## src/design/pci_pkg.sv

```systemverilog
// Shared types and constants of the pilot channel interpolator.
`default_nettype none
package pci_pkg;

  localparam int VALUE_BITS   = 16;
  localparam int NUM_CARRIERS = 32;
  localparam int IDX_W        = $clog2(NUM_CARRIERS);
  localparam int MID_CARRIER  = NUM_CARRIERS / 2;
  // signed segment length / start: spans -NUM_CARRIERS .. 2*NUM_CARRIERS-1
  localparam int LEN_W        = IDX_W + 2;

  localparam int DIV_NUM_W    = VALUE_BITS + 2;
  localparam int DIV_DEN_W    = LEN_W;
  localparam int DIV_CNT_W    = $clog2(DIV_NUM_W);

  localparam int NUM_POS_REGS = 6;
  localparam int POS_SEL_W    = $clog2(NUM_POS_REGS);
  localparam int CFG_IDX_W    = 3;
  localparam int CFG_DATA_W   = IDX_W;

  localparam logic [CFG_IDX_W-1:0] CFG_VALUE_MODE = 3'd0;
  localparam logic [CFG_IDX_W-1:0] CFG_POS_A      = 3'd1;
  localparam logic [CFG_IDX_W-1:0] CFG_POS_F      = 3'd6;

  localparam logic [IDX_W-1:0] POS_RESET [NUM_POS_REGS] = '{
    5'd2, 5'd7, 5'd12, 5'd19, 5'd24, 5'd29
  };

  typedef struct packed {
    logic                  start;
    logic [VALUE_BITS-1:0] mag;
    logic [LEN_W-2:0]      len;
  } div_req_t;

  typedef struct packed {
    logic                  done;
    logic [VALUE_BITS-1:0] quot;
  } div_rsp_t;

endpackage
`default_nettype wire

```

## src/design/pci_ram.sv

```systemverilog
// Generic single-port-write, registered-read RAM.
`default_nettype none
module pci_ram #(
  parameter int WIDTH = 16,
  parameter int DEPTH = 32
) (
  input  wire logic                     clk,
  input  wire logic                     we,
  input  wire logic [$clog2(DEPTH)-1:0] waddr,
  input  wire logic [WIDTH-1:0]         wdata,
  input  wire logic [$clog2(DEPTH)-1:0] raddr,
  output logic      [WIDTH-1:0]         rdata
);

  logic [WIDTH-1:0] mem [DEPTH];

  always_ff @(posedge clk) begin
    if (we) begin
      mem[waddr] <= wdata;
    end
    rdata <= mem[raddr];
  end

endmodule
`default_nettype wire

```

## src/design/pci_div.sv

```systemverilog
// Bit-serial rounding divider: quot = (2*mag + len) / (2*len), one bit per cycle.
`default_nettype none
module pci_div (
  input  wire logic              clk,
  input  wire logic              rst,
  input  wire pci_pkg::div_req_t req,
  output pci_pkg::div_rsp_t      rsp
);
  import pci_pkg::*;

  logic [DIV_NUM_W-1:0] num_sr;
  logic [DIV_DEN_W-1:0] rem;
  logic [DIV_DEN_W-1:0] den;
  logic [DIV_CNT_W-1:0] cnt;
  logic                 busy;
  logic                 done;

  logic [DIV_DEN_W:0]   trial;
  logic                 ge;

  assign trial = {rem, num_sr[DIV_NUM_W-1]};
  assign ge    = (trial >= {1'b0, den});

  always_ff @(posedge clk) begin
    if (rst) begin
      busy <= 1'b0;
      done <= 1'b0;
      cnt  <= '0;
    end else begin
      done <= 1'b0;
      if (req.start) begin
        num_sr <= DIV_NUM_W'({req.mag, 1'b0}) + DIV_NUM_W'(req.len);
        den    <= {req.len, 1'b0};
        rem    <= '0;
        cnt    <= '0;
        busy   <= 1'b1;
      end else if (busy) begin
        rem    <= ge ? DIV_DEN_W'(trial - {1'b0, den}) : DIV_DEN_W'(trial);
        num_sr <= {num_sr[DIV_NUM_W-2:0], ge};
        if (cnt == DIV_CNT_W'(DIV_NUM_W - 1)) begin
          busy <= 1'b0;
          done <= 1'b1;
        end else begin
          cnt <= cnt + 1'b1;
        end
      end
    end
  end

  // quotient never exceeds mag, so the low bits hold it
  assign rsp.done = done;
  assign rsp.quot = num_sr[VALUE_BITS-1:0];

endmodule
`default_nettype wire

```

## src/design/pilot_channel_interpolator_core.sv

```systemverilog
// Top level of the OFDM pilot channel interpolator.
//
// Usage: pilot estimates of one symbol enter on the in channel (in_valid /
// in_stall, pilot_value), NUM_PILOTS beats per symbol in pilot order. After
// the last pilot the block builds a line of 32 carrier values in a RAM and
// then sends 32 beats on the out channel (carrier_index 0..31, carrier_value,
// last_carrier on carrier 31). in_stall is high from the last pilot until
// the last carrier has been loaded into the output register.
// Build: after the last pilot the build runs one shared sequencer: a
// segment passes S_SEG and S_LOAD, then, if its length L is positive, the
// bit-serial divider (S_DIV) and L carrier writes in S_FILL; each hold fill
// writes one carrier a cycle. Readout takes each carrier through a
// registered RAM read, then an output load, and waits while the receiver
// stalls.
// Configuration (cfg_valid / cfg_ready, cfg_index, cfg_data) is ready only
// while the block is idle, so a build always sees stable settings.
// Reset: clears the pilot count, the mode and the pilot positions to their
// defaults, the output valid and the sequencer. A stalled output beat holds.
`default_nettype none
module pilot_channel_interpolator_core #(
  parameter int NUM_PILOTS = 6
) (
  input  wire logic                             clk,
  input  wire logic                             rst,
  input  wire logic                             in_valid,
  output logic                                  in_stall,
  input  wire logic [pci_pkg::VALUE_BITS-1:0]   pilot_value,
  output logic                                  out_valid,
  input  wire logic                             out_stall,
  output logic      [pci_pkg::IDX_W-1:0]        carrier_index,
  output logic      [pci_pkg::VALUE_BITS-1:0]   carrier_value,
  output logic                                  last_carrier,
  input  wire logic                             cfg_valid,
  output logic                                  cfg_ready,
  input  wire logic [pci_pkg::CFG_IDX_W-1:0]    cfg_index,
  input  wire logic [pci_pkg::CFG_DATA_W-1:0]   cfg_data
);
  import pci_pkg::*;

  localparam int SEL_W = (NUM_PILOTS > 1) ? $clog2(NUM_PILOTS) : 1;
  localparam int SEG_W = $clog2(NUM_PILOTS + 1);
  localparam int STEP_W = VALUE_BITS + 2;
  localparam int ACC_W  = VALUE_BITS + LEN_W + 1;

  typedef enum logic [8:0] {
    S_IDLE    = 9'b000000001,
    S_SEG     = 9'b000000010,
    S_LOAD    = 9'b000000100,
    S_DIV     = 9'b000001000,
    S_FILL    = 9'b000010000,
    S_LHOLD   = 9'b000100000,
    S_UHOLD   = 9'b001000000,
    S_EMIT_RD = 9'b010000000,
    S_EMIT_LD = 9'b100000000
  } state_t;

  state_t state;

  // configuration
  logic             value_mode;
  logic [IDX_W-1:0] pos_reg [NUM_POS_REGS];

  logic [VALUE_BITS-1:0] pilot_store [NUM_PILOTS];
  logic [SEL_W-1:0]      pilot_count;

  // sequencer / datapath
  logic [SEG_W-1:0]         seg;
  logic                     hold_done;
  logic signed [LEN_W-1:0]  seg_start;
  logic [LEN_W-2:0]         seg_len;
  logic [LEN_W-2:0]         k;
  logic [VALUE_BITS-1:0]    v0;
  logic                     d_neg;
  logic signed [STEP_W-1:0] step;
  logic signed [ACC_W-1:0]  acc;
  logic [IDX_W-1:0]         wr_idx;
  logic [IDX_W-1:0]         hold_idx;
  logic [IDX_W-1:0]         hold_end;
  logic [VALUE_BITS-1:0]    hold_val;
  logic [IDX_W-1:0]         emit_idx;
  logic [NUM_CARRIERS-1:0]  line_vld;

  logic [SEG_W-1:0]         low;
  logic [SEL_W-1:0]         rd_sel;
  logic [VALUE_BITS-1:0]    store_rd;
  logic [IDX_W-1:0]         pos_rd;
  logic signed [LEN_W-1:0]  len_c;
  logic signed [VALUE_BITS:0] diff_c;
  logic signed [VALUE_BITS:0] d_c;
  logic [VALUE_BITS:0]      mag_c;
  logic [VALUE_BITS-1:0]    fill_val;
  logic [STEP_W-1:0]        quot_x;

  logic                     ram_we;
  logic [IDX_W-1:0]         ram_waddr;
  logic [VALUE_BITS-1:0]    ram_wdata;
  logic [VALUE_BITS-1:0]    ram_rdata;

  div_req_t div_req;
  div_rsp_t div_rsp;

  assign in_stall  = (state != S_IDLE);
  assign cfg_ready = (state == S_IDLE);

  // first pilot at or above the middle carrier; NUM_PILOTS if none
  always_comb begin
    low = SEG_W'(NUM_PILOTS);
    for (int i = NUM_PILOTS - 1; i >= 0; i--) begin
      if (pos_reg[i] >= IDX_W'(MID_CARRIER)) begin
        low = SEG_W'(i);
      end
    end
  end

  // single read mux into the pilot store and position registers
  always_comb begin
    rd_sel = '0;
    unique case (state)
      S_SEG: begin
        if (seg == low && !hold_done) begin
          rd_sel = (low != '0) ? SEL_W'(low - 1'b1) : SEL_W'(low);
        end else begin
          rd_sel = (seg == '0) ? SEL_W'(NUM_PILOTS - 1) : SEL_W'(seg - 1'b1);
        end
      end
      S_LOAD:  rd_sel = SEL_W'(seg);
      S_LHOLD: rd_sel = (low < SEG_W'(NUM_PILOTS)) ? SEL_W'(low) : '0;
      default: rd_sel = '0;
    endcase
  end

  assign store_rd = pilot_store[rd_sel];
  assign pos_rd   = pos_reg[rd_sel];

  assign len_c  = $signed({2'b00, pos_rd}) - seg_start;
  assign diff_c = $signed({1'b0, store_rd}) - $signed({1'b0, v0});
  // phase differences wrap to the principal range
  assign d_c    = value_mode ? {diff_c[VALUE_BITS-1], diff_c[VALUE_BITS-1:0]} : diff_c;
  assign mag_c  = d_c[VALUE_BITS] ? (VALUE_BITS + 1)'(-d_c) : d_c;

  assign div_req.start = (state == S_LOAD) && !len_c[LEN_W-1] && (len_c != '0);
  assign div_req.mag   = mag_c[VALUE_BITS-1:0];
  assign div_req.len   = len_c[LEN_W-2:0];

  assign quot_x = {2'b00, div_rsp.quot};

  // amplitude saturates, phase wraps
  always_comb begin
    if (value_mode) begin
      fill_val = acc[VALUE_BITS-1:0];
    end else if (acc[ACC_W-1]) begin
      fill_val = '0;
    end else if (|acc[ACC_W-2:VALUE_BITS]) begin
      fill_val = '1;
    end else begin
      fill_val = acc[VALUE_BITS-1:0];
    end
  end

  always_comb begin
    ram_we    = 1'b0;
    ram_waddr = hold_idx;
    ram_wdata = hold_val;
    unique case (state)
      S_FILL: begin
        ram_we    = 1'b1;
        ram_waddr = wr_idx;
        ram_wdata = fill_val;
      end
      S_LHOLD, S_UHOLD: ram_we = 1'b1;
      default: ram_we = 1'b0;
    endcase
  end

  pci_ram #(
    .WIDTH(VALUE_BITS),
    .DEPTH(NUM_CARRIERS)
  ) u_line_ram (
    .clk  (clk),
    .we   (ram_we),
    .waddr(ram_waddr),
    .wdata(ram_wdata),
    .raddr(emit_idx),
    .rdata(ram_rdata)
  );

  pci_div u_div (
    .clk(clk),
    .rst(rst),
    .req(div_req),
    .rsp(div_rsp)
  );

  always_ff @(posedge clk) begin
    if (state == S_IDLE && in_valid) begin
      pilot_store[pilot_count] <= pilot_value;
    end
  end

  always_ff @(posedge clk) begin
    if (rst) begin
      value_mode <= 1'b0;
      pos_reg    <= POS_RESET;
    end else if (cfg_valid && cfg_ready) begin
      if (cfg_index == CFG_VALUE_MODE) begin
        value_mode <= cfg_data[0];
      end else if (cfg_index >= CFG_POS_A && cfg_index <= CFG_POS_F) begin
        pos_reg[POS_SEL_W'(cfg_index - CFG_POS_A)] <= cfg_data;
      end
    end
  end

  // datapath registers, no reset needed
  always_ff @(posedge clk) begin
    unique case (state)
      S_SEG: begin
        if (seg == low && !hold_done) begin
          hold_val <= store_rd;
          if (low != '0) begin
            hold_idx <= pos_rd;
          end else begin
            hold_idx <= IDX_W'(MID_CARRIER);
            hold_end <= pos_rd;
          end
        end else begin
          v0        <= store_rd;
          seg_start <= (seg == '0) ? $signed({2'b00, pos_rd}) - LEN_W'(NUM_CARRIERS)
                                   : $signed({2'b00, pos_rd});
        end
      end
      S_LOAD: begin
        seg_len <= len_c[LEN_W-2:0];
        d_neg   <= d_c[VALUE_BITS];
      end
      S_DIV: begin
        step   <= d_neg ? $signed(-quot_x) : $signed(quot_x);
        acc    <= ACC_W'({1'b0, v0});
        k      <= '0;
        wr_idx <= seg_start[IDX_W-1:0];
      end
      S_FILL: begin
        acc    <= acc + ACC_W'(step);
        wr_idx <= wr_idx + 1'b1;
        k      <= k + 1'b1;
      end
      S_LHOLD: begin
        if (hold_idx == IDX_W'(MID_CARRIER - 1)) begin
          hold_idx <= IDX_W'(MID_CARRIER);
          hold_end <= pos_rd;
          hold_val <= store_rd;
        end else begin
          hold_idx <= hold_idx + 1'b1;
        end
      end
      S_UHOLD: hold_idx <= hold_idx + 1'b1;
      default: ;
    endcase
    if (state == S_EMIT_LD && (!out_valid || !out_stall)) begin
      carrier_index <= emit_idx;
      carrier_value <= line_vld[emit_idx] ? ram_rdata : '0;
      last_carrier  <= (emit_idx == IDX_W'(NUM_CARRIERS - 1));
    end
  end

  // sequencer and control
  always_ff @(posedge clk) begin
    if (rst) begin
      state       <= S_IDLE;
      pilot_count <= '0;
      seg         <= '0;
      hold_done   <= 1'b0;
      emit_idx    <= '0;
      line_vld    <= '0;
      out_valid   <= 1'b0;
    end else begin
      if (out_valid && !out_stall && state != S_EMIT_LD) begin
        out_valid <= 1'b0;
      end
      if (ram_we) begin
        line_vld[ram_waddr] <= 1'b1;
      end
      unique case (state)
        S_IDLE: begin
          if (in_valid) begin
            if (pilot_count == SEL_W'(NUM_PILOTS - 1)) begin
              pilot_count <= '0;
              line_vld    <= '0;
              seg         <= '0;
              hold_done   <= 1'b0;
              state       <= S_SEG;
            end else begin
              pilot_count <= pilot_count + 1'b1;
            end
          end
        end
        S_SEG: begin
          if (seg == low && !hold_done) begin
            state <= (low != '0) ? S_LHOLD : S_UHOLD;
          end else if (seg == SEG_W'(NUM_PILOTS)) begin
            emit_idx <= '0;
            state    <= S_EMIT_RD;
          end else if (seg == low) begin
            // segment across the middle is covered by the hold fills
            seg <= seg + 1'b1;
          end else begin
            state <= S_LOAD;
          end
        end
        S_LOAD: begin
          if (div_req.start) begin
            state <= S_DIV;
          end else begin
            seg   <= seg + 1'b1;
            state <= S_SEG;
          end
        end
        S_DIV: begin
          if (div_rsp.done) begin
            state <= S_FILL;
          end
        end
        S_FILL: begin
          if (k == seg_len - 1'b1) begin
            seg   <= seg + 1'b1;
            state <= S_SEG;
          end
        end
        S_LHOLD: begin
          if (hold_idx == IDX_W'(MID_CARRIER - 1)) begin
            if (low < SEG_W'(NUM_PILOTS)) begin
              state <= S_UHOLD;
            end else begin
              hold_done <= 1'b1;
              state     <= S_SEG;
            end
          end
        end
        S_UHOLD: begin
          if (hold_idx == hold_end) begin
            hold_done <= 1'b1;
            state     <= S_SEG;
          end
        end
        S_EMIT_RD: state <= S_EMIT_LD;
        S_EMIT_LD: begin
          if (!out_valid || !out_stall) begin
            out_valid <= 1'b1;
            if (emit_idx == IDX_W'(NUM_CARRIERS - 1)) begin
              state <= S_IDLE;
            end else begin
              emit_idx <= emit_idx + 1'b1;
              state    <= S_EMIT_RD;
            end
          end
        end
        default: state <= S_IDLE;
      endcase
    end
  end

endmodule
`default_nettype wire
```

## config.mk

```make
export PLATFORM = sky130hd
export DESIGN_NAME = pilot_channel_interpolator_core
export DESIGN_NICKNAME = d
export VERILOG_FILES = /design/src/design/pci_pkg.sv /design/src/design/pci_ram.sv /design/src/design/pci_div.sv /design/src/design/pilot_channel_interpolator_core.sv
export SDC_FILE = /design/constraint.sdc
export NUM_CORES = 1
export LEC_CHECK = 0
export BUFFER_PORTS_ARGS = -buffer_cell sky130_fd_sc_hd__buf_2
export CORE_MARGIN = 1
export CORE_UTILIZATION = 55
export DETAILED_ROUTE_END_ITERATION = 10
export GPL_ROUTABILITY_DRIVEN = 0
export HOLD_SLACK_MARGIN = 0.15
export PLACE_DENSITY_LB_ADDON = 0.08
export REMOVE_ABC_BUFFERS = 1
export SLEW_MARGIN = 10
export SYNTH_ARGS = -nofsm -noshare
export SYNTH_HDL_FRONTEND = slang
export SYNTH_SLANG_ARGS = --single-unit
```

## constraint.sdc

```tcl
create_clock -name clk -period 19.9 [get_ports clk]
set_clock_uncertainty 0.05 [all_clocks]
set_input_delay 1.99 -clock clk [delete_from_list [all_inputs] [get_ports clk]]
set_output_delay 1.99 -clock clk [all_outputs]
set_load 0.05 [all_outputs]
```

# After elaboration in Yosys (flattened, before gate mapping)
# Memory sizes are Yosys's and may differ from the RTL's. A register that Yosys moved wholly into a read port is not among the register bits.
# Index checks and enable logic that the tools add are counted.
# word_totals
out_inout_bits	25
wordCells	261
memories	2
mem_bits_rw	608
input_bits	29
regBits	254
# op_classes
n_eq_ne	36
n_lt_le_gt_ge	16
n_reduce_logical	45
n_mux	99
n_bitwise	8
n_addsub	19
# mem_list
memory	words	width	read_ports	rd_ports_with_merged_regs	wr	line	source
u_line_ram.mem	32	16	1	1	1	pci_ram.sv:15	logic [WIDTH-1:0] mem [DEPTH];
pilot_store	6	16	1	0	1	pilot_channel_interpolator_core.sv:63	logic [VALUE_BITS-1:0] pilot_store [NUM_PILOTS];
# ops
operator	n
2-to-1 mux 16 bit	8
2-to-1 mux 32 bit	4
2-to-1 mux 9 bit	10
case mux 9 bit (9 select lines)	1
2-to-1 mux 5 bit	15
2-to-1 mux 3 bit	17
case mux 24 bit (2 select lines)	1
2-to-1 mux 18 bit	2
bitwise OR 32 bit	1
case mux 16 bit (2 select lines)	1
bitwise mux 30 bit	1
greater-or-equal comparator 5 bit, second input constant	6
case mux 5 bit (2 select lines)	3
2-to-1 mux 7 bit	4
inequality test 2 bit, second input constant	13
adder 24 x 18 -> 24 bit	1
adder 5 x 1 -> 5 bit, second input constant	4
2-to-1 mux 1 bit	19
adder 17 x 6 -> 18 bit	1
negator 16 -> 18 bit	1
2-to-1 mux 17 bit	1
subtractor 16 x 16 -> 17 bit	1
negator 16 bit	1
AND reduction 8 bit	2
other kinds (64)	105

# Longest topological paths before layout
# Gate-level depths: netlist of the first run.
# logic_depth
ltp_word	21
ltp_mapped	37
depth_no_buf	33

# Modules after synthesis
# A second synthesis of the first run with hierarchy kept.
# hier_totals
hier_cells	2829
area_unflattened_um2	38886.0
# by_module_without_submodules
mod	area_per_inst_um2	seq_area_each_um2	cells_per_inst	instances
pci_ram	20534.7	15695.1	1143	1
pilot_channel_interpolator_core	16005.4	8488.1	1458	1
pci_div	2346.0	1071.0	228	1

# Worst setup path after synthesis of the first run
# Ideal clock, no wire load.
# synth_timing
path_type	flip-flop to flip-flop
start	register pos_reg[4] in the netlist's numbering
end	register u_div.num_sr[9], data pin
arrival_time_ps	6402
stages_incl_launch_ff	36
setup_slack_ps	13183
t_required_ps	19585
path_cell_list	dfxtp_1 > nor2_1 > o31ai_2 > xnor2_1 > nand2_1 > nor3_1 > buf_2 > a21oi_1 > a221oi_1 > buf_2 > buf_4 > mux2i_1 > a21o_1 > ha_1 > fa_1 > nand2b_1 > a21oi_1 > o31a_1 > o21ai_0 > o211ai_1 > and2_1 > buf_4 > inv_2 > buf_2 > nand2_1 > o21ai_0 > fa_1 > a21o_1 > a21o_1 > a21oi_1 > inv_1 > o31a_1 > o22a_1 > o21ai_0 > xor2_1 > o21ai_0
# synth_rtl
item	line	source
from (decl)	pilot_channel_interpolator_core.sv:61	logic [IDX_W-1:0] pos_reg [NUM_POS_REGS];
from (signal, indexed assignment)	pilot_channel_interpolator_core.sv:208	pos_reg[POS_SEL_W'(cfg_index - CFG_POS_A)] <= cfg_data;
greater-or-equal comparator 5 bit *	pilot_channel_interpolator_core.sv:109	if (pos_reg[i] >= IDX_W'(MID_CARRIER)) begin
2-to-1 mux 2 bit *	pilot_channel_interpolator_core.sv:109	
2-to-1 mux 3 bit * (5 in series)	pilot_channel_interpolator_core.sv:109	
subtractor 3 x 1 -> 3 bit, or another cell as far along	pilot_channel_interpolator_core.sv:121	rd_sel = (low != '0) ? SEL_W'(low - 1'b1) : SEL_W'(low);
2-to-1 mux 3 bit or logical AND 1 bit (tied branches)	pilot_channel_interpolator_core.sv:121, pilot_channel_interpolator_core.sv:120	
2-to-1 mux 3 bit	pilot_channel_interpolator_core.sv:120	if (seg == low && !hold_done) begin
case mux 3 bit (3 select lines) *	pilot_channel_interpolator_core.sv:118	unique case (state)
memory (6 x 16 bit) *	--	
subtractor 16 x 16 -> 17 bit *	pilot_channel_interpolator_core.sv:136	assign diff_c = $signed({1'b0, store_rd}) - $signed({1'b0, v0});
2-to-1 mux 17 bit *	pilot_channel_interpolator_core.sv:138	assign d_c = value_mode ? {diff_c[VALUE_BITS-1], diff_c[VALUE_BITS-1:0]} : diff_c;
via d_c[16]	pilot_channel_interpolator_core.sv:89	logic signed [VALUE_BITS:0] d_c;
2-to-1 mux 16 bit *	pilot_channel_interpolator_core.sv:139	assign mag_c = d_c[VALUE_BITS] ? (VALUE_BITS + 1)'(-d_c) : d_c;
adder 17 x 6 -> 18 bit *	pci_div.sv:32	num_sr <= DIV_NUM_W'({req.mag, 1'b0}) + DIV_NUM_W'(req.len);
2-to-1 mux 18 bit *	pci_div.sv:31	if (req.start) begin
to (signal assigned)	pci_div.sv:32	
to (signal assigned)	pci_div.sv:39	num_sr <= {num_sr[DIV_NUM_W-2:0], ge};
to (decl)	pci_div.sv:11	logic [DIV_NUM_W-1:0] num_sr;
# The timed path passes the listed nets; every way through them passes the cells marked *. The select of a mux whose other input is x is not followed.
# A chain may end at the register's enable or synchronous reset.

# Final worst setup path of the first run
# layout_timing
start	register pos_reg[4] in the netlist's numbering
end	register u_div.num_sr[9], data pin
# layout_between
elab_chain_len	20
# layout_rtl
item	line
branches (longest 19 deep; another with memory (6 x 16 bit))	--
2-to-1 mux 18 bit *	pci_div.sv:31
# Mark *: on every way between the ends. The select of a mux whose other input is x is not followed.

==> run metrics, run 1 <==
Post-DRT Antenna Nets 0; NumNets Final 2707; max reg flops 512; initial antenna violation count 2; Chip Width 265.5 microns; TNS Setup 0 ns; #FFs+latches synth 877; register-to-register setup slack 11.05 ns; Synthesis Warnings 0; critical path peak fanout 46; RSZ-0062 raised after global routing no; DP Cell Count 3436; sequential share of the synthesized area 66.16%; Design Power 3.875 mW; crit path DAT 9.17 ns; Post-synth EDFFs 769; routed len/inst 24.21 microns; leakage 14.67 nW; clock transition at the registers of the reported paths 0.06 ns; CP max stage cell a221oi_4; vias 21586; Distinct cells, synth 87; DRT iter0 DRCs 1751; post-synthesis compound-gate area fraction 6.585%; DIE AREA 70460 sq um; pin count of the biggest net entering global routing 95; Tmin final 8.847 ns; CP required 20.22 ns; Finished Layout Cells 3604; Final Setup Violations 0; DP Wirelength 55140 microns; DRC Markers 0; reg2reg end u_div.num_sr[9]; CTS buffer count 90; Post-CTS Repair Setup Buffers 0; area share of and/or/nand/nor cells after synthesis 7.358%; Setup WS post-layout 11.05 ns; Fillers 5046; count of input and output buffers 53; synthesized area 38170 sq um; worst min path class flip-flop to flip-flop; Mapped Cells 2478; most common cell after layout, fill and taps aside edfxtp_1; async set-reset flop share out of synthesis 0%; Final Max Tran Viols 0; CTS HTree Levels 3; cell row count 96; vias per cell 5.989; biggest regs u_line_ram.mem x512, pilot_store x96, line_vld x32; core area 68590 sq um; Area Growth Syn to Fin 12.48%; Ports 54; Worst Path Buf+Inv 3; Rel. slew slack 14.04%; Reg with most FFs u_line_ram.mem; syn_area_per_cell 15.41 sq um; clk_lat worst skew 0.64 ns; Worst R2R Path Depth 32; Initial Util 55.66%; Critical Path Most Common Cell o21ai_0; total congestion overflow 0; CP peak stage delay 0.78 ns; Fmax achieved 113.0 MHz; Post-CTS Resized 0; Primary FF master, synth edfxtp_1; Clock Path Buffers 3; max cap viols 0; pre-CTS setup slack 11.12 ns; pwr dens 90.25 nW/um^2; CP startpoint kind flip-flop; drt first pass iters 5; Largest delay share family, worst path compound AO/OA/AOI/OAI gates; synthesized-area fraction occupied by adder cells 2.753%; first-pass GRT wire length 131600 microns; layout cells sized above 1 20.28%; Worst Max-Slew Pin Slew 1.289 ns; Hold Path End line_vld[6]; worst setup path start pos_reg[4]; period utilization 44.46%; clk sinks 877; Synth Area in XOR/XNOR 2.425%; Setup CP Type flip-flop to flip-flop; most frequent cells in the layout edfxtp_1 (769), mux4_2 (170), nand2_1 (153), nor2_1 (148), dfxtp_1 (104); worst vdd ir 0.00008218 V; # hold bufs at CTS 0; TritonCTS clock tree yes; Die H 265.5 microns; gr usage total 25.06%; Clock Tree Root clkbuf_16; Final Hold Fails 0; vias in the first global route 21757; DRT Wirelength 87240 microns; worst r2r src pos_reg[4]; final core utilization 62.61%; worst hold stages 1; CP Capture Type flip-flop; largest family of logic cells by synthesized area multiplexers; Hold Startpoint line_vld[6]; status finished clean; mux share of post-synthesis cell area 12.91%
[logic make-up after synthesis]
group	after synthesis
fa+ha+maj	81
buf+inv	177
mux	276
xor+xnor	104
simple gates	581
compound gates	382
flops	877
[final cells by class]
type,count,area (sq um),share of cell area [%]
antenna,1,2.502,0.005828
clock buffer,123,2459,5.726
clock inverter,44,450.4,1.049
inverter,79,296.5,0.6906
multi-input combinational,1424,12480,29.07
sequential,877,25260,58.84
tap,931,1165,2.713
timing repair buffer,125,818.3,1.906
[cells in the mapped netlist (62+ instances only)]
cell type / count / area (sq um)
a21oi_1: 75 / 375.4
clkbuf_1: 65 / 244.0
dfxtp_1: 108 / 2162
edfxtp_1: 769 / 23090
ha_1: 76 / 950.9
inv_1: 77 / 289.0
mux2i_1: 74 / 740.7
mux4_2: 170 / 3829
nand2_1: 153 / 574.3
nor2_1: 182 / 683.2
o21ai_0: 106 / 530.5
xnor2_1: 62 / 543.0
[power breakdown]
part | leakage, nW | switching [mW] | internal [mW]
Clock | 1.41 | 0.701 | 0.949
Combinational | 5.49 | 0.142 | 0.0826
Sequential | 7.77 | 0.00686 | 1.99
[how the worst max path moves through the flow]
stage | end | cells past startpoint
final | u_div.num_sr[9] | 32
after global routing | u_div.num_sr[9] | 32
after CTS | u_div.num_sr[9] | 32
after detailed placement | u_div.num_sr[9] | 32
after global placement | u_div.num_sr[9] | 32
after floorplan | u_div.num_sr[9] | 30
[layer usage]
layer  vias up  global-route usage, %  share of wire (%)
met5         -                      0                  0
met4         0                  7.155                2.9
met3       142                  3.342                5.0
met2       656                  43.10                 51
met1     10945                  33.49                 42
li1       9843                      -                  -
[metrics by stage]
stage,cell area [sq um],hold slack (ns)
after global placement,39980,0.3911
after CTS,42890,0.4108
after detailed placement,39980,0.3976
final,42940,0.4089
after global routing,42940,0.4324
after floorplan,37780,0.3847
Note: power is estimated with default switching activity, not from simulation.
==> inputs of run 2 (changes only) <==
ABC_AREA = 1   (was unset)
clock period = 9.2 ns   (was 19.9 ns; I/O delays follow)
==> run 2 against run 1 <==
Compared with the run above: combinational power grew to 11 times the previous value; hold slack lost 0.015 ns; routed wire length grew 15%; die area grew 1.9%; largest cell class unchanged.
==> run metrics, run 2 <==
DIE AREA 71810 sq um (+1.9%); share of the synthesized area in the top cell type 59.35% (-1.1 points); Rel. slew slack 9.926% (-4.1 points); biggest regs u_line_ram.mem x512, pilot_store x96, line_vld x32; Final Hold Fails 0 (unchanged); Worst Path Buf+Inv 6 (+3); CP peak stage delay 0.93 ns (+0.15 ns); routed len/inst 21.33 microns (-12%); pwr dens 251.3 nW/um^2 (+180%); critical path peak fanout 35 (-24%); vias in the first global route 26877 (+24%); clk sinks 877 (unchanged); most frequent cells in the layout edfxtp_1 (769), nor2_1 (565), nand2_1 (493), o21ai_0 (396), inv_1 (289); async set-reset flop share out of synthesis 0% (unchanged); Final Setup Violations 0 (unchanged); synthesized area 38910 sq um (+1.9%); Synth Area in XOR/XNOR 1.682% (-0.74 points); Clock Tree Root clkbuf_16; DRT Wirelength 100000 microns (+15%); syn_area_per_cell 10.75 sq um (-30%); drt first pass iters 7 (+2); largest family of logic cells by synthesized area simple AND/OR/NAND/NOR gates; Worst Max-Slew Pin Slew 1.348 ns (+0.05847 ns); register-to-register setup slack 1.93 ns (-9.12 ns); net load switching power 3.458 mW (+310%); Setup CP Type flip-flop to flip-flop; Combinational Power Share 23.7% (+18 points); #FFs+latches synth 877 (unchanged); reg2reg end u_div.num_sr[14]; most common cell in the netlist edfxtp_1; crit path DAT 7.61 ns (-1.56 ns); CP Capture Point u_div.num_sr[14]; hold_ws 0.3944 ns (-0.01452 ns); Chip Width 268.0 microns (+0.95%); worst vdd ir 0.0001887 V (+130%); Reg with most FFs u_line_ram.mem; Largest delay share family, worst path compound AO/OA/AOI/OAI gates; post-synthesis compound-gate area fraction 11.33% (+4.7 points); Initial Util 55.56% (-0.10 points); Primary FF master, synth edfxtp_1; DP Wirelength 62140 microns (+13%); worst r2r src state[4]; core area 70030 sq um (+2.1%); count of input and output buffers 53 (unchanged); first-pass GRT wire length 151900 microns (+15%); Fmax achieved 137.5 MHz (+22%); clock transition at the registers of the reported paths 0.06 ns (about the same); CTS HTree Levels 3 (unchanged); Synthesis Warnings 0 (unchanged); CP max stage cell a21boi_4; Area Growth Syn to Fin 11.24%; Die H 268.0 microns (+0.95%); Tmin final 7.272 ns (-1.575 ns); cell row count 97 (+1.0%); leading area contributor after synthesis edfxtp_1; CP Capture Type flip-flop; period utilization 79.05% (+35 points); worst min path class flip-flop to flip-flop; Final Max Tran Viols 0 (unchanged); initial antenna violation count 0 (-2); area share of and/or/nand/nor cells after synthesis 14.50% (+7.1 points); Int Pwr 7.419 mW (+150%); clk_lat worst skew 0.66 ns (+0.02 ns); synthesized-area fraction occupied by adder cells 2.701% (-0.052 points); worst setup path start state[4]; vias 27356 (+27%); Post-synth EDFFs 769 (unchanged); gr usage total 28.02% (+3.0 points); Clock Path Buffers 3 (unchanged); Design Power 10.88 mW (+180%); max reg flops 512 (unchanged); # hold bufs at CTS 0 (unchanged); NumNets Final 3783 (+40%); Ports 54 (unchanged); total congestion overflow 0 (unchanged); TritonCTS clock tree yes; sequential share of the synthesized area 64.91% (-1.2 points); Critical Path Most Common Cell nand2_1; DRC Markers 0 (unchanged); Post-CTS Resized 0 (unchanged); ant diodes 0 (-1); pin count of the biggest net entering global routing 156 (+64%); clock share of power 33.8% (-8.8 points); status finished clean; Post-DRT Antenna Nets 0 (unchanged); Area contributors post-synth edfxtp_1 (59%), nor2_1 (5.6%), dfxtp_1 (5.6%); sw frac 31.79% (+9.9 points); Mapped Cells 3619 (+46%); Stages on worst setup path 36 (+13%); CTS buffer count 90 (unchanged); Post-CTS Repair Setup Buffers 0 (unchanged); vias per cell 5.833 (-2.6%); leakage 16.08 nW (+9.6%); Synth top cells by count edfxtp_1 (769), nor2_1 (579), nand2_1 (494); DRT iter0 DRCs 2453 (+40%); Worst R2R Path Depth 36 (+13%); CP startpoint kind flip-flop; most common cell after layout, fill and taps aside edfxtp_1; max cap viols 0 (unchanged); sequential share of power 42.6% (-9.0 points); RSZ-0062 raised after global routing no; CP required 9.53 ns (-10.69 ns); Distinct cells, synth 63 (-28%); layout cells sized above 1 9.147% (-11 points); mux share of post-synthesis cell area 0.2315% (-13 points)
run 2: changes by cell type after synthesis, sizes merged, moves of 38 or more:
cell	before	now
nor2	182	586
nand2	153	508
o21ai	115	441
inv	78	295
mux4	170	0
nand3	38	157
o22ai	3	86
clkbuf	65	130
mux2i	74	9
o221ai	4	52
nor2b	39	0
o21a	43	5
run 2: cell families after synthesis:
logic type | count (synthesis)
and+or+nand+nor | 1352
DFF | 877
AOI/OAI and AO/OA | 770
buffers and inverters | 457
adders and majority gates | 81
xor gates and xnor gates | 73
muxes | 9
run 2: final cells by class:
| class | count | area, sq um |
|---|---|---|
| Clock inverter | 47 | 484.2 |
| Fill cell | 5602 | 26750 |
| Timing Repair Buffer | 118 | 765.7 |
| Inverter | 301 | 1141 |
| Clock buffer | 122 | 2525 |
| Tap cell | 940 | 1176 |
| Sequential cell | 877 | 25260 |
| Multi-Input combinational cell | 2285 | 11930 |
run 2: worst min path at each step:
stage                 from  slack (ns)  depth (start not counted)           to
3_5_place_dp    pos_reg[5]        0.39                          2   pos_reg[5]
3_3_place_gp    pos_reg[7]        0.39                          2   pos_reg[7]
2_1_floorplan  pos_reg[12]        0.38                          2  pos_reg[12]
4_1_cts         pos_reg[5]        0.40                          2   pos_reg[5]
5_1_grt         pos_reg[5]        0.41                          2   pos_reg[5]
6_report        pos_reg[5]        0.39                          2   pos_reg[5]
run 2: power by group through the flow:
stage          logic (mW)  clock network (mW)  registers (mW)
4_1_cts              2.56                3.72            4.63
3_3_place_gp         2.47                   0            4.71
2_1_floorplan        1.75                   0            4.75
3_5_place_dp         2.54                   0            4.71
6_report             2.58                3.67            4.63
5_1_grt              2.87                3.87            4.64
run 2: worst reg2reg max path, delay by kind of cell (launching register included):
family                   cells  cell delay (ns)
AO/OA/AOI/OAI                8             2.61
AND/OR/NAND/NOR             18             2.35
adder cells (fa/ha/maj)      3             1.00
buffers and inverters        6             0.45
flip-flops                   1             0.38
XOR/XNOR                     1             0.15
run 2: metrics by stage:
| stage | worst slack, ns | instances | util (%) | instance area, sq um | TNS (ns) |
|---|---|---|---|---|---|
| floorplan | -2.491 | 3463 | - | 38230 | -71.87 |
| global placement | 2.302 | 4521 | 57.50 | 40270 | 0 |
| detailed placement | 2.083 | 4521 | 57.50 | 40270 | 0 |
| CTS | 2.035 | 4690 | 61.80 | 43280 | 0 |
| global route | 1.181 | 4690 | 61.80 | 43280 | 0 |
| finish | 1.928 | 4690 | 61.80 | 43280 | 0 |
run 2: layer usage:
metal	routed length, microns	global-route usage, %	vias to the layer above
met5	0	0	-
met4	4567	12.76	0
met3	6070	4.408	234
met2	49540	49.05	995
met1	39870	34.11	13277
li1	-	-	12850
